==> src/mot_pkg.sv <==
// ----------------------------------------------------------------------------
// mot_pkg
// Shared types and constants for the mailbox ownership table.
// ----------------------------------------------------------------------------
package mot_pkg;

  localparam int MAILBOXES_DEF = 64;
  localparam int SLOTS_DEF     = 5;
  localparam int PROCESSES_DEF = 16;

  localparam int PID_W  = 4;
  localparam int NUM_W  = 7;
  localparam int MBX_W  = 6;
  localparam int STAT_W = 3;

  localparam logic [STAT_W-1:0] ST_OK         = 3'd0;
  localparam logic [STAT_W-1:0] ST_BAD_NUMBER = 3'd1;
  localparam logic [STAT_W-1:0] ST_NONE_FREE  = 3'd2;
  localparam logic [STAT_W-1:0] ST_IN_USE     = 3'd3;
  localparam logic [STAT_W-1:0] ST_SLOTS_FULL = 3'd4;

  typedef enum logic {
    CMP_FREE  = 1'b0,
    CMP_OWNED = 1'b1
  } cmp_mode_t;

  typedef struct packed {
    cmp_mode_t        mode;
    logic             valid;
    logic [PID_W-1:0] owner;
    logic [PID_W-1:0] pid;
  } cmp_req_t;

endpackage

==> src/mot_owner_mem.sv <==
// ----------------------------------------------------------------------------
// mot_owner_mem
// Owner id store, one write port and one registered read port.
// ----------------------------------------------------------------------------
module mot_owner_mem #(
  parameter int MAILBOXES = mot_pkg::MAILBOXES_DEF
) (
  input  logic                           clk,
  input  logic                           we,
  input  logic [$clog2(MAILBOXES)-1:0]   waddr,
  input  logic [mot_pkg::PID_W-1:0]      wdata,
  input  logic [$clog2(MAILBOXES)-1:0]   raddr,
  output logic [mot_pkg::PID_W-1:0]      rdata
);

  logic [mot_pkg::PID_W-1:0] mem [MAILBOXES];

  always_ff @(posedge clk) begin
    if (we) begin
      mem[waddr] <= wdata;
    end
    rdata <= mem[raddr];
  end

endmodule

==> src/mot_cmp.sv <==
// ----------------------------------------------------------------------------
// mot_cmp
// Shared entry test: free entry, or entry owned by the requesting process.
// ----------------------------------------------------------------------------
module mot_cmp (
  input  mot_pkg::cmp_req_t req,
  output logic              hit
);

  always_comb begin
    case (req.mode)
      mot_pkg::CMP_FREE:  hit = !req.valid;
      mot_pkg::CMP_OWNED: hit = req.valid && (req.owner == req.pid);
      default:            hit = 1'b0;
    endcase
  end

endmodule

==> src/mailbox_ownership_table_top.sv <==
// ----------------------------------------------------------------------------
// mailbox_ownership_table_top
// Bind / unbind requests against a mailbox owner table with per-process limits.
// ----------------------------------------------------------------------------
// Sequence, accept to result valid: a check state settles a bad number and a
// named bind; a named unbind adds an unbind check state; bind-any and
// unbind-all scan the table. The scans walk the owner table one entry per cycle
// through one compare unit.
// One transaction in flight; a new request is taken once the result is queued.
// Sync reset clears all owner valid bits and slot counts at once; no sweep.
module mailbox_ownership_table_top #(
  parameter int MAILBOXES         = mot_pkg::MAILBOXES_DEF,
  parameter int SLOTS_PER_PROCESS = mot_pkg::SLOTS_DEF,
  parameter int PROCESSES         = mot_pkg::PROCESSES_DEF
) (
  input  logic        clk,
  input  logic        rst,
  input  logic        s_tvalid,
  output logic        s_tready,
  input  logic [15:0] s_tdata,   // [3:0] process_id, [10:4] req_mbx
  input  logic        s_tuser,   // [0] kind
  output logic        m_tvalid,
  input  logic        m_tready,
  output logic [15:0] m_tdata    // [2:0] status, [8:3] mailbox
);

  localparam int IW  = $clog2(MAILBOXES);
  localparam int NPR = (PROCESSES < (2 ** mot_pkg::PID_W)) ? PROCESSES
                                                          : (2 ** mot_pkg::PID_W);
  localparam int PW  = (NPR > 1) ? $clog2(NPR) : 1;
  localparam int CW  = $clog2(SLOTS_PER_PROCESS + 1);
  localparam logic [IW-1:0] LAST = IW'(MAILBOXES - 1);

  typedef enum logic [6:0] {
    S_IDLE      = 7'b0000001,
    S_CHECK     = 7'b0000010,
    S_SCAN_FREE = 7'b0000100,
    S_UNB_CHK   = 7'b0001000,
    S_SCAN_ALL  = 7'b0010000,
    S_DRAIN     = 7'b0100000,
    S_RESP      = 7'b1000000
  } state_t;

  state_t                        state;
  logic                          kind_q;
  logic [mot_pkg::PID_W-1:0]     pid_q;
  logic [mot_pkg::NUM_W-1:0]     num_q;
  logic [IW-1:0]                 idx;
  logic [IW-1:0]                 rd_idx_q;
  logic                          rd_live_q;
  logic [MAILBOXES-1:0]          owner_valid;
  logic [CW-1:0]                 cnt [NPR];
  logic [mot_pkg::STAT_W-1:0]    res_status;
  logic [mot_pkg::MBX_W-1:0]     res_mbox;

  logic                          bad;
  logic [PW-1:0]                 pid_idx;
  logic [CW-1:0]                 cnt_cur;
  logic                          full;
  logic [IW-1:0]                 cmp_idx;
  logic [mot_pkg::PID_W-1:0]     rdata;
  mot_pkg::cmp_req_t             cmp_req;
  logic                          hit;
  logic                          commit;

  assign s_tready = (state == S_IDLE);

  assign bad     = (32'(num_q) >= MAILBOXES) || (32'(pid_q) >= PROCESSES);
  assign pid_idx = PW'(pid_q);
  assign cnt_cur = cnt[pid_idx];
  assign full    = 32'(cnt_cur) >= SLOTS_PER_PROCESS;
  assign cmp_idx = ((state == S_SCAN_ALL) || (state == S_DRAIN)) ? rd_idx_q : idx;

  always_comb begin
    cmp_req.mode  = kind_q ? mot_pkg::CMP_OWNED : mot_pkg::CMP_FREE;
    cmp_req.valid = owner_valid[cmp_idx];
    cmp_req.owner = rdata;
    cmp_req.pid   = pid_q;
  end

  // bind takes effect only here
  assign commit = ((state == S_CHECK) && !bad && !kind_q && (num_q != '0) && hit && !full)
               || ((state == S_SCAN_FREE) && hit && !full);

  mot_cmp u_cmp (
    .req (cmp_req),
    .hit (hit)
  );

  mot_owner_mem #(
    .MAILBOXES (MAILBOXES)
  ) u_owner_mem (
    .clk   (clk),
    .we    (commit),
    .waddr (idx),
    .wdata (pid_q),
    .raddr (idx),
    .rdata (rdata)
  );

  always_ff @(posedge clk) begin
    if (rst) begin
      state       <= S_IDLE;
      owner_valid <= '0;
      rd_live_q   <= 1'b0;
      m_tvalid    <= 1'b0;
      for (int p = 0; p < NPR; p++) begin
        cnt[p] <= '0;
      end
    end else begin
      if (m_tvalid && m_tready && (state != S_RESP)) begin
        m_tvalid <= 1'b0;
      end
      if (commit) begin
        owner_valid[idx] <= 1'b1;
        cnt[pid_idx]     <= cnt_cur + CW'(1);
        res_status       <= mot_pkg::ST_OK;
        res_mbox         <= mot_pkg::MBX_W'(idx);
        state            <= S_RESP;
      end
      case (state)
        S_IDLE: begin
          if (s_tvalid) begin
            kind_q <= s_tuser;
            pid_q  <= s_tdata[3:0];
            num_q  <= s_tdata[10:4];
            idx    <= IW'(s_tdata[10:4]);
            state  <= S_CHECK;
          end
        end
        S_CHECK: begin
          rd_live_q <= 1'b0;
          if (bad) begin
            res_status <= mot_pkg::ST_BAD_NUMBER;
            res_mbox   <= '0;
            state      <= S_RESP;
          end else if (!kind_q) begin
            if (num_q == '0) begin
              idx   <= IW'(1);
              state <= S_SCAN_FREE;
            end else if (!hit) begin
              res_status <= mot_pkg::ST_IN_USE;
              res_mbox   <= '0;
              state      <= S_RESP;
            end else if (full) begin
              res_status <= mot_pkg::ST_SLOTS_FULL;
              res_mbox   <= '0;
              state      <= S_RESP;
            end
          end else if (num_q == '0) begin
            cnt[pid_idx] <= '0;
            idx          <= IW'(1);
            state        <= S_SCAN_ALL;
          end else begin
            state <= S_UNB_CHK;
          end
        end
        S_SCAN_FREE: begin
          if (hit) begin
            if (full) begin
              res_status <= mot_pkg::ST_SLOTS_FULL;
              res_mbox   <= '0;
              state      <= S_RESP;
            end
          end else if (idx == LAST) begin
            res_status <= mot_pkg::ST_NONE_FREE;
            res_mbox   <= '0;
            state      <= S_RESP;
          end else begin
            idx <= idx + IW'(1);
          end
        end
        S_UNB_CHK: begin
          res_status <= hit ? mot_pkg::ST_OK : mot_pkg::ST_IN_USE;
          res_mbox   <= hit ? mot_pkg::MBX_W'(idx) : '0;
          if (hit) begin
            owner_valid[idx] <= 1'b0;
            cnt[pid_idx]     <= cnt_cur - CW'(1);
          end
          state <= S_RESP;
        end
        S_SCAN_ALL: begin
          // read data trails the issued index through the registered read port
          rd_live_q <= 1'b1;
          rd_idx_q  <= idx;
          if (rd_live_q && hit) begin
            owner_valid[rd_idx_q] <= 1'b0;
          end
          if (idx == LAST) begin
            state <= S_DRAIN;
          end else begin
            idx <= idx + IW'(1);
          end
        end
        S_DRAIN: begin
          if (rd_live_q && hit) begin
            owner_valid[rd_idx_q] <= 1'b0;
          end
          rd_live_q  <= 1'b0;
          res_status <= mot_pkg::ST_OK;
          res_mbox   <= '0;
          state      <= S_RESP;
        end
        S_RESP: begin
          if (!m_tvalid || m_tready) begin
            m_tvalid <= 1'b1;
            m_tdata  <= {7'b0, res_mbox, res_status};
            state    <= S_IDLE;
          end
        end
        default: begin
          state <= S_IDLE;
        end
      endcase
    end
  end

  a_accept_to_check: assert property (@(posedge clk) disable iff (rst)
    s_tvalid && s_tready |=> state == S_CHECK)
    else $error("accepted request did not start a check");

  a_commit_free: assert property (@(posedge clk) disable iff (rst)
    commit |-> !owner_valid[idx])
    else $error("bind committed onto an owned mailbox");

  a_commit_owned: assert property (@(posedge clk) disable iff (rst)
    commit |=> owner_valid[$past(idx)])
    else $error("bound mailbox not marked owned");

  a_status_range: assert property (@(posedge clk) disable iff (rst)
    m_tvalid |-> m_tdata[2:0] <= mot_pkg::ST_SLOTS_FULL)
    else $error("status code out of range");

  a_error_mbox_zero: assert property (@(posedge clk) disable iff (rst)
    m_tvalid && (m_tdata[2:0] != mot_pkg::ST_OK) |-> m_tdata[8:3] == '0)
    else $error("error result carries a mailbox number");

endmodule

==> config.mk <==
export PLATFORM = sky130hd
export DESIGN_NAME = mailbox_ownership_table_top
export DESIGN_NICKNAME = d
export VERILOG_FILES = /design/src/mot_pkg.sv /design/src/mot_owner_mem.sv /design/src/mot_cmp.sv /design/src/mailbox_ownership_table_top.sv
export SDC_FILE = /design/constraint.sdc
export NUM_CORES = 1
export LEC_CHECK = 0
export ABC_AREA = 1
export BUFFER_PORTS_ARGS = -buffer_cell sky130_fd_sc_hd__buf_2
export CORE_AREA = 2 2 217 219
export DETAILED_ROUTE_END_ITERATION = 8
export DIE_AREA = 0 0 219 221
export PLACE_DENSITY = 0.72
export SLEW_MARGIN = 20
export SYNTH_ARGS = -nofsm -noshare
export SYNTH_HDL_FRONTEND = slang
export SYNTH_HIERARCHICAL = 1
export SYNTH_SLANG_ARGS = --single-unit
==> constraint.sdc <==
create_clock -name clk -period 4.4 [get_ports clk]
set_input_delay 0.88 -clock clk [delete_from_list [all_inputs] [get_ports clk]]
set_output_delay 0.88 -clock clk [all_outputs]
set_load 0.005 [all_outputs]
# After elaboration in Yosys (flattened, before gate mapping)
# Memories as Yosys holds them, arrays and structs flattened. A register that Yosys moved wholly into a read port is not among the register bits.
# Cells that the tools add are included.
# Widths: inputs -> output; s select.
# word_totals
elab_cells	159
ramBits	304
reg_bits	115
latch_bits	0
out_inout_bits	18
romBits	0
memories	2
# classes
eq_ne	14
mul	0
n_bitwise	9
div_mod_pow	0
add_sub_neg	3
n_reduce_logical	33
n_lt_le_gt_ge	7
shifts	0
n_mux	79
# memory_table
name	depth	word_bits	rd	rd_clocked_by_memory_dff	wr	line	source
u_owner_mem.mem	64	4	1	1	1	mot_owner_mem.sv:16	logic [mot_pkg::PID_W-1:0] mem [MAILBOXES];
cnt	16	3	1	1	16	mailbox_ownership_table_top.sv:52	logic [CW-1:0] cnt [NPR];
# ops
cell	n
$mux 64	4
$and 64x64->64	2
$not 64->64	2
$pmux 64 s2	1
$mux 6	15
$mux 7	11
$or 64x64->64	1
$pmux 6 s4	2
$pmux 7 s6	1
$mux 3	11
$mux 1	24
$lt 6x7->1 const B	3
$logic_and 1x1->1	13
$demux 1 s6	2
$ge 6x1->1 const B	2
$pmux 3 s4	1
$mux 4	2
$eq 7x1->1 const B	1
$eq 7x2->1 const B	1
$eq 7x3->1 const B	1
$eq 7x4->1 const B	1
$eq 7x5->1 const B	1
$eq 7x6->1 const B	1
$eq 7x7->1 const B	1
27 further kinds	41

# Longest topological paths before layout
# Gate-level depths: netlist (run 1).
# logic_depth
depth_word	17
mapped_depth	29
mapped_depth_nobuf	26

# Cells and area by module
# Netlist (run 1), hierarchy kept.
# modules_own_cells
module	area_per_inst_um2	cells_each	seq_area_each_um2	instances
mot_owner_mem	10881.7	948	7767.4	1
mailbox_ownership_table_top	9527.9	1274	4244.1	1
mot_cmp	93.8	24	0.0	1

# Least setup slack after synthesis (run 1)
# OpenSTA, ideal clock, no wires.
# synth_timing
path_type	reg2reg
start	reg state[0]
end	mem u_owner_mem/mem[48][0] (netlist name) (enable)
path_slack_ns	0.267
path_stages_with_launch	26
setup_ns	0.377
t_arrival_ns	3.756
path_buffers	3
synth_period_minus_slack_ns	4.133
path_cell_list	dfxtp_1 > inv_1 > nand2_2 > nor2_2 > nand2_2 > nand2_4 > nand2_1 > nand2_2 > buf_2 > nand2_1 > nand3_1 > nand3_1 > nand3_1 > nand3_1 > nand3_1 > nand2_1 > or2_2 > nand2_1 > inv_1 > a21oi_2 > nand2_2 > inv_1 > buf_2 > clkbuf_1 > nand4_1 > nor4_1
# synth_rtl
item	line	source
from (decl)	mailbox_ownership_table_top.sv:44	state_t state;
from (signal assigned)	mailbox_ownership_table_top.sv:103	state <= S_IDLE;
from (signal assigned)	mailbox_ownership_table_top.sv:119	state <= S_RESP;
from (signal assigned)	mailbox_ownership_table_top.sv:128	state <= S_CHECK;
to (decl)	mot_owner_mem.sv:16	

==> metrics.txt, run 1 <==
vias per inst=5.67; max_slew headroom=24.8%; GRT overflow=0; crit path DAT=4430 ps; Setup WS pre-CTS=-201 ps; Final Max Slew Viols=0; DP Cell Count=2817; initial antenna violation count=0; CTS Buffer Depth=3; Worst path most repeated cell=nand2_1; Clock Latency Late Sink=570 ps; Slowest Stage Delay on Critical Path=380 ps; share of cells above drive strength 1=10.5%; TritonCTS buffer count=45; Final Critical Period=4200 ps; FP Rows=79; # nets final=2292; critical path required time=4630 ps; wire per inst=17.9 um; CTS Sinks=427; n_diodes=0; Max VDD drop=0.000294 V; Worst-path clk slew=60 ps; Final setup viols=0; number of I/O port buffers=26; worst setup path class=reg -> reg; H-tree depth=2; Routed Antenna Nets=0; clk root buf=clkbuf_16; Horiz. Die Dim=219 um; HP Class=reg -> reg; pwr dens=398 nW/um^2; final hold vios=0; DP HPWL=31.1 mm; GRT Total Usage=21.1%; global placement routability congestion=0.881; final core occ=49.4%; Main synth FF type=edfxtp_1; status=finished clean; non-filler cells, final=2911; first-pass GRT wire length=81.8 mm; Leak Pwr=8.86 nW; CTS tree=done; Area growth, synth to finish=11.0%; Post-Route WL=52.1 mm; EDFF count, synth=346; Worst-Margin Slew=1120 ps; cts hold-fix bufs=0; vias in the first global route=15900; Startpoint Class=flop; crit path capture type=flop; die area=48400 um^2; initial detailed-routing violation count=1588; unrepaired setup endpoints after global routing=true; via count=16500; DR pass1 iterations=6; # fillers=4204; Final period util=95.4%; PnR worst setup slack=200 ps; Ports=39; Core Area=46100 um^2; max-cap viol count=0; Syn Area/Cell=9.13 um^2; Netlist cell types=50; # DRC=0; DIE HEIGHT=221 um; clock skew=17.4 ps; commonest non-fill, non-tap cells in the layout=485 x nand2_1, 346 x edfxtp_1, 328 x nand3_1; most common cell after layout, fill and taps aside=nand2_1; Seq/Total Area, Yosys=58.6%; Syn Inst Count=2246; cell area after synthesis=20500 um^2; fmax=0.238 GHz; Max FO, Critical Path=30; ys async rst share=0%; Initial Utilization=44.5%; #FFs+latches synth=427; Synth warnings=6; pin count of the biggest net entering global routing=78; Worst path slowest cell=nor3_1
-- registers in the layout, summed over array words and instances (netlist names), 6 cells and up, named ones only --
| signal | cells |
|---|---|
| num_q | 7 |
| cnt | 48 |
| owner_valid | 64 |
| state | 7 |
| idx | 6 |
| res_mbox | 6 |
| u_owner_mem/mem | 256 |
| rd_idx_q | 6 |
| m_tdata | 9 |
-- Yosys cell counts, types with 14 or more instances --
cell	number	area [um^2]
a21oi_1	145	726
buf_2	38	190
buf_4	14	105
buf_6	29	327
clkbuf_1	39	146
dfxtp_1	81	1620
edfxtp_1	346	10400
inv_1	153	574
nand2_1	488	1830
nand3_1	329	1650
nand4_1	14	87.6
nor2_1	282	1060
nor3_1	143	716
o21ai_0	39	195
-- cell families (layout without fill, tap and decap cells) --
logic type / after synthesis / after routing / synth area share [%]
compound gates: 216 / 216 / 5.82
xor+xnor: 3 / 3 / 0.128
fa+ha+maj: 4 / 4 / 0.244
buf+inv: 287 / 339 / 6.89
flops: 427 / 427 / 58.6
mux: 5 / 5 / 0.250
other cells: 1 / 7 / 0.0183
simple gates: 1303 / 1303 / 28.1
-- final timing paths --
check	start	endpoint	slack, ps	cells past startpoint
worst max-delay path	state[5]	u_owner_mem/mem[4][0]	200	25
worst min-delay path	res_mbox[0]	m_tdata[3]	450	0
worst max register to register	state[5]	u_owner_mem/mem[4][0]	200	25
worst min register to register	res_mbox[0]	m_tdata[3]	450	0
-- metal layers --
metal	wire length (um)	track usage, %
met1	21200	27.7
met2	25100	34.7
met3	3860	3.60
met4	1930	8.89
met5	0	0
-- through the flow --
| step | setup TNS, ps | cell area, um^2 | total power, mW | hold slack (ps) |
|---|---|---|---|---|
| after floorplan | 0 | 20500 | 5.18 | 427 |
| after global placement | -10480 | 21100 | 5.39 | 444 |
| after detailed placement | -14770 | 21100 | 5.41 | 438 |
| after CTS | 0 | 22600 | 9.08 | 454 |
| after global routing | -1270 | 22800 | 9.35 | 469 |
| final | 0 | 22800 | 9.06 | 452 |
-- timing repair --
| action | in CTS | in global routing |
|---|---|---|
| endpoints found under the setup margin | 322 | 418 |
| gates resized for setup | 6 | 36 |
| pin swaps | 1 | 2 |
| buffers inserted | 1 | 9 |
-- report_power, final --
part | switching [mW] | internal [mW]
Sequential | 0.0410 | 4.41
Clock | 1.54 | 2.16
Combinational | 0.666 | 0.240
-- critical path: cells and delay by family, from the launching register on --
family	cells	cell delay, ps
compound gates	1	170
simple gates	20	2650
buf+inv	4	670
flops	1	340
-- layout make-up --
cell class | instances | area [um^2] | share of cell area (%)
multi-input cells | 1538 | 7250 | 31.9
well taps | 607 | 759 | 3.34
clock buffers | 66 | 1340 | 5.88
flip-flops and latches | 427 | 12000 | 52.8
clock inverters | 18 | 114 | 0.500
repair buffers | 91 | 659 | 2.90
inverters | 164 | 623 | 2.74
Power figures use the tool's default switching activity.
==> run 2: changes to the inputs <==
- CORE_AREA: 2 2 217 219 -> 2 2 206 208
- DIE_AREA: 0 0 219 221 -> 0 0 208 210
- PLACE_DENSITY: 0.72 -> 0.78
==> run 2 against run 1 <==
Against the previous run:
- global-route usage grew 2.3 points
- via count grew 0.20%
- total power grew 0.73%
- sequential share of layout area is essentially flat
- largest cell class unchanged
==> metrics.txt, run 2 (same netlist as run 1, synthesis figures left out) <==
most common cell after layout, fill and taps aside=nand2_1; # DRC=0 (unchanged); CP startpoint=state[2]; vias per inst=5.82 (+2.7%); global placement routability congestion=0.917 (+4.1%); Largest Register=u_owner_mem/mem; Multi-input gate area=7310 um^2 (+0.78%); Max FO, Critical Path=19 (-37%); Routed Antenna Nets=0 (unchanged); register area=12000 um^2 (unchanged); DIE HEIGHT=210 um (-5.0%); Final period util=93.7% (-1.7 points); Power Total=9.12 mW (+0.73%); DR pass1 iterations=6 (unchanged); Worst path slowest cell=dfxtp_1; Final setup viols=0 (unchanged); PnR worst setup slack=276 ps (+75.7 ps); CTS tree=done; Max VDD drop=0.000342 V (+16%); Initial Utilization=49.4% (+4.9 points); clk root buf=clkbuf_16; initial antenna violation count=0 (unchanged); # fillers=3563 (-15%); DP HPWL=31.0 mm (-0.40%); Sum Neg Setup Slack=0 ps (unchanged); via count=16500 (+0.20%); CTS Buffer Depth=3 (unchanged); vias in the first global route=15800 (-0.22%); n_diodes=0 (unchanged); max_slew headroom=20.5% (-4.3 points); H-tree depth=2 (unchanged); GRT Total Usage=23.4% (+2.3 points); Leak Pwr=8.88 nW (+0.26%); first-pass GRT wire length=81.4 mm (-0.50%); CTS Sinks=427 (unchanged); Final Critical Period=4120 ps (-75.7 ps); max-cap viol count=0 (unchanged); pin count of the biggest net entering global routing=92 (+18%); largest registers=u_owner_mem/mem x256, owner_valid x64, cnt x48; Setup WS pre-CTS=-93.3 ps (+108 ps); # nets final=2291 (-0.044%); HP Class=reg -> reg; Horiz. Die Dim=208 um (-5.0%); pwr dens=401 nW/um^2 (+0.68%); Ports=39 (unchanged); Worst path most repeated cell=nand3_1; crit path DAT=4390 ps (-40 ps); crit path capture type=flop; die area=43700 um^2 (-9.8%); max reg flops=256 (unchanged); initial detailed-routing violation count=1969 (+24%); number of I/O port buffers=26 (unchanged); Final Max Slew Viols=0 (unchanged); FP Rows=75 (-5.1%); Startpoint Class=flop; clock skew=34.7 ps (+17.3 ps); Worst Min Path Start=res_mbox[2]; Clock Latency Late Sink=600 ps (+30 ps); commonest non-fill, non-tap cells in the layout=480 x nand2_1, 346 x edfxtp_1, 325 x nand3_1; fmax=0.242 GHz (+1.8%); Worst-Margin Slew=1180 ps (+64.3 ps); GRT overflow=0 (unchanged); Area growth, synth to finish=11.1% (about the same); wire per inst=18.3 um (+2.0%); worst setup path class=reg -> reg; status=finished clean; TritonCTS buffer count=44 (-2.2%); Core Area=41500 um^2 (-10%); final hold vios=0 (unchanged); critical path required time=4670 ps (+40 ps); Worst-path clk slew=60 ps (about the same); Slowest Stage Delay on Critical Path=360 ps (-20 ps); Critical R2R Launch=state[2]; Post-Route WL=51.9 mm (-0.44%); share of cells above drive strength 1=11.2% (+0.70 points)
[run 2: through the flow]
| step | instances | area, um^2 | util, % | hold WS (ps) |
|---|---|---|---|---|
| after floorplan | 2252 | 20500 | - | 427 |
| after global routing | 2841 | 22800 | 54.9 | 471 |
| after detailed placement | 2752 | 21000 | 50.7 | 446 |
| final | 2841 | 22800 | 54.9 | 464 |
| after CTS | 2837 | 22500 | 54.3 | 451 |
| after global placement | 2752 | 21000 | 50.7 | 439 |
[run 2: metal layers]
layer,wire length [um],vias up,part of all wire (%),GRT usage [%]
met5,0,-,0,0
met1,20200,7767,39,29.9
met2,24800,898,48,39.7
met4,1930,0,3.7,10.1
met3,4920,148,9.5,3.81
li1,-,7714,-,-
[run 2: path summary, 6_finish.rpt]
path	cells after the start	end	slack, ps
worst max-delay path	27	cnt[6][0]	280
worst min-delay path	0	m_tdata[5]	460
worst max register to register	27	cnt[6][0]	280
worst min register to register	0	m_tdata[5]	460
[run 2: repair_timing]
item                                    4_1_cts  5_1_grt
endpoints found under the setup margin       45      391
pin swaps                                     2        1
gates resized for setup                       0       60
setup buffers                                 3        4
hold buffers                                  0        0
[run 2: area by class of cell]
class                           instances  area share [%]
Timing Repair Buffer                   91            3.03
Clock buffer                           62            5.58
Inverter                              164            2.74
Sequential cell                       427            52.8
Clock inverter                         20           0.841
Multi-Input combinational cell       1538            32.1
Tap cell                              539            2.96
[run 2: worst max-delay path, delay by kind of cell (launching register included)]
family / cells / cell delay [ps]
simple gates: 18 / 2100
buf+inv: 6 / 960
flops: 1 / 360
compound gates: 3 / 360
[run 2: power breakdown]
group,internal (mW),total [mW],switching (mW)
Clock,2.20,3.76,1.56
Sequential,4.41,4.45,0.0401
Combinational,0.246,0.917,0.670
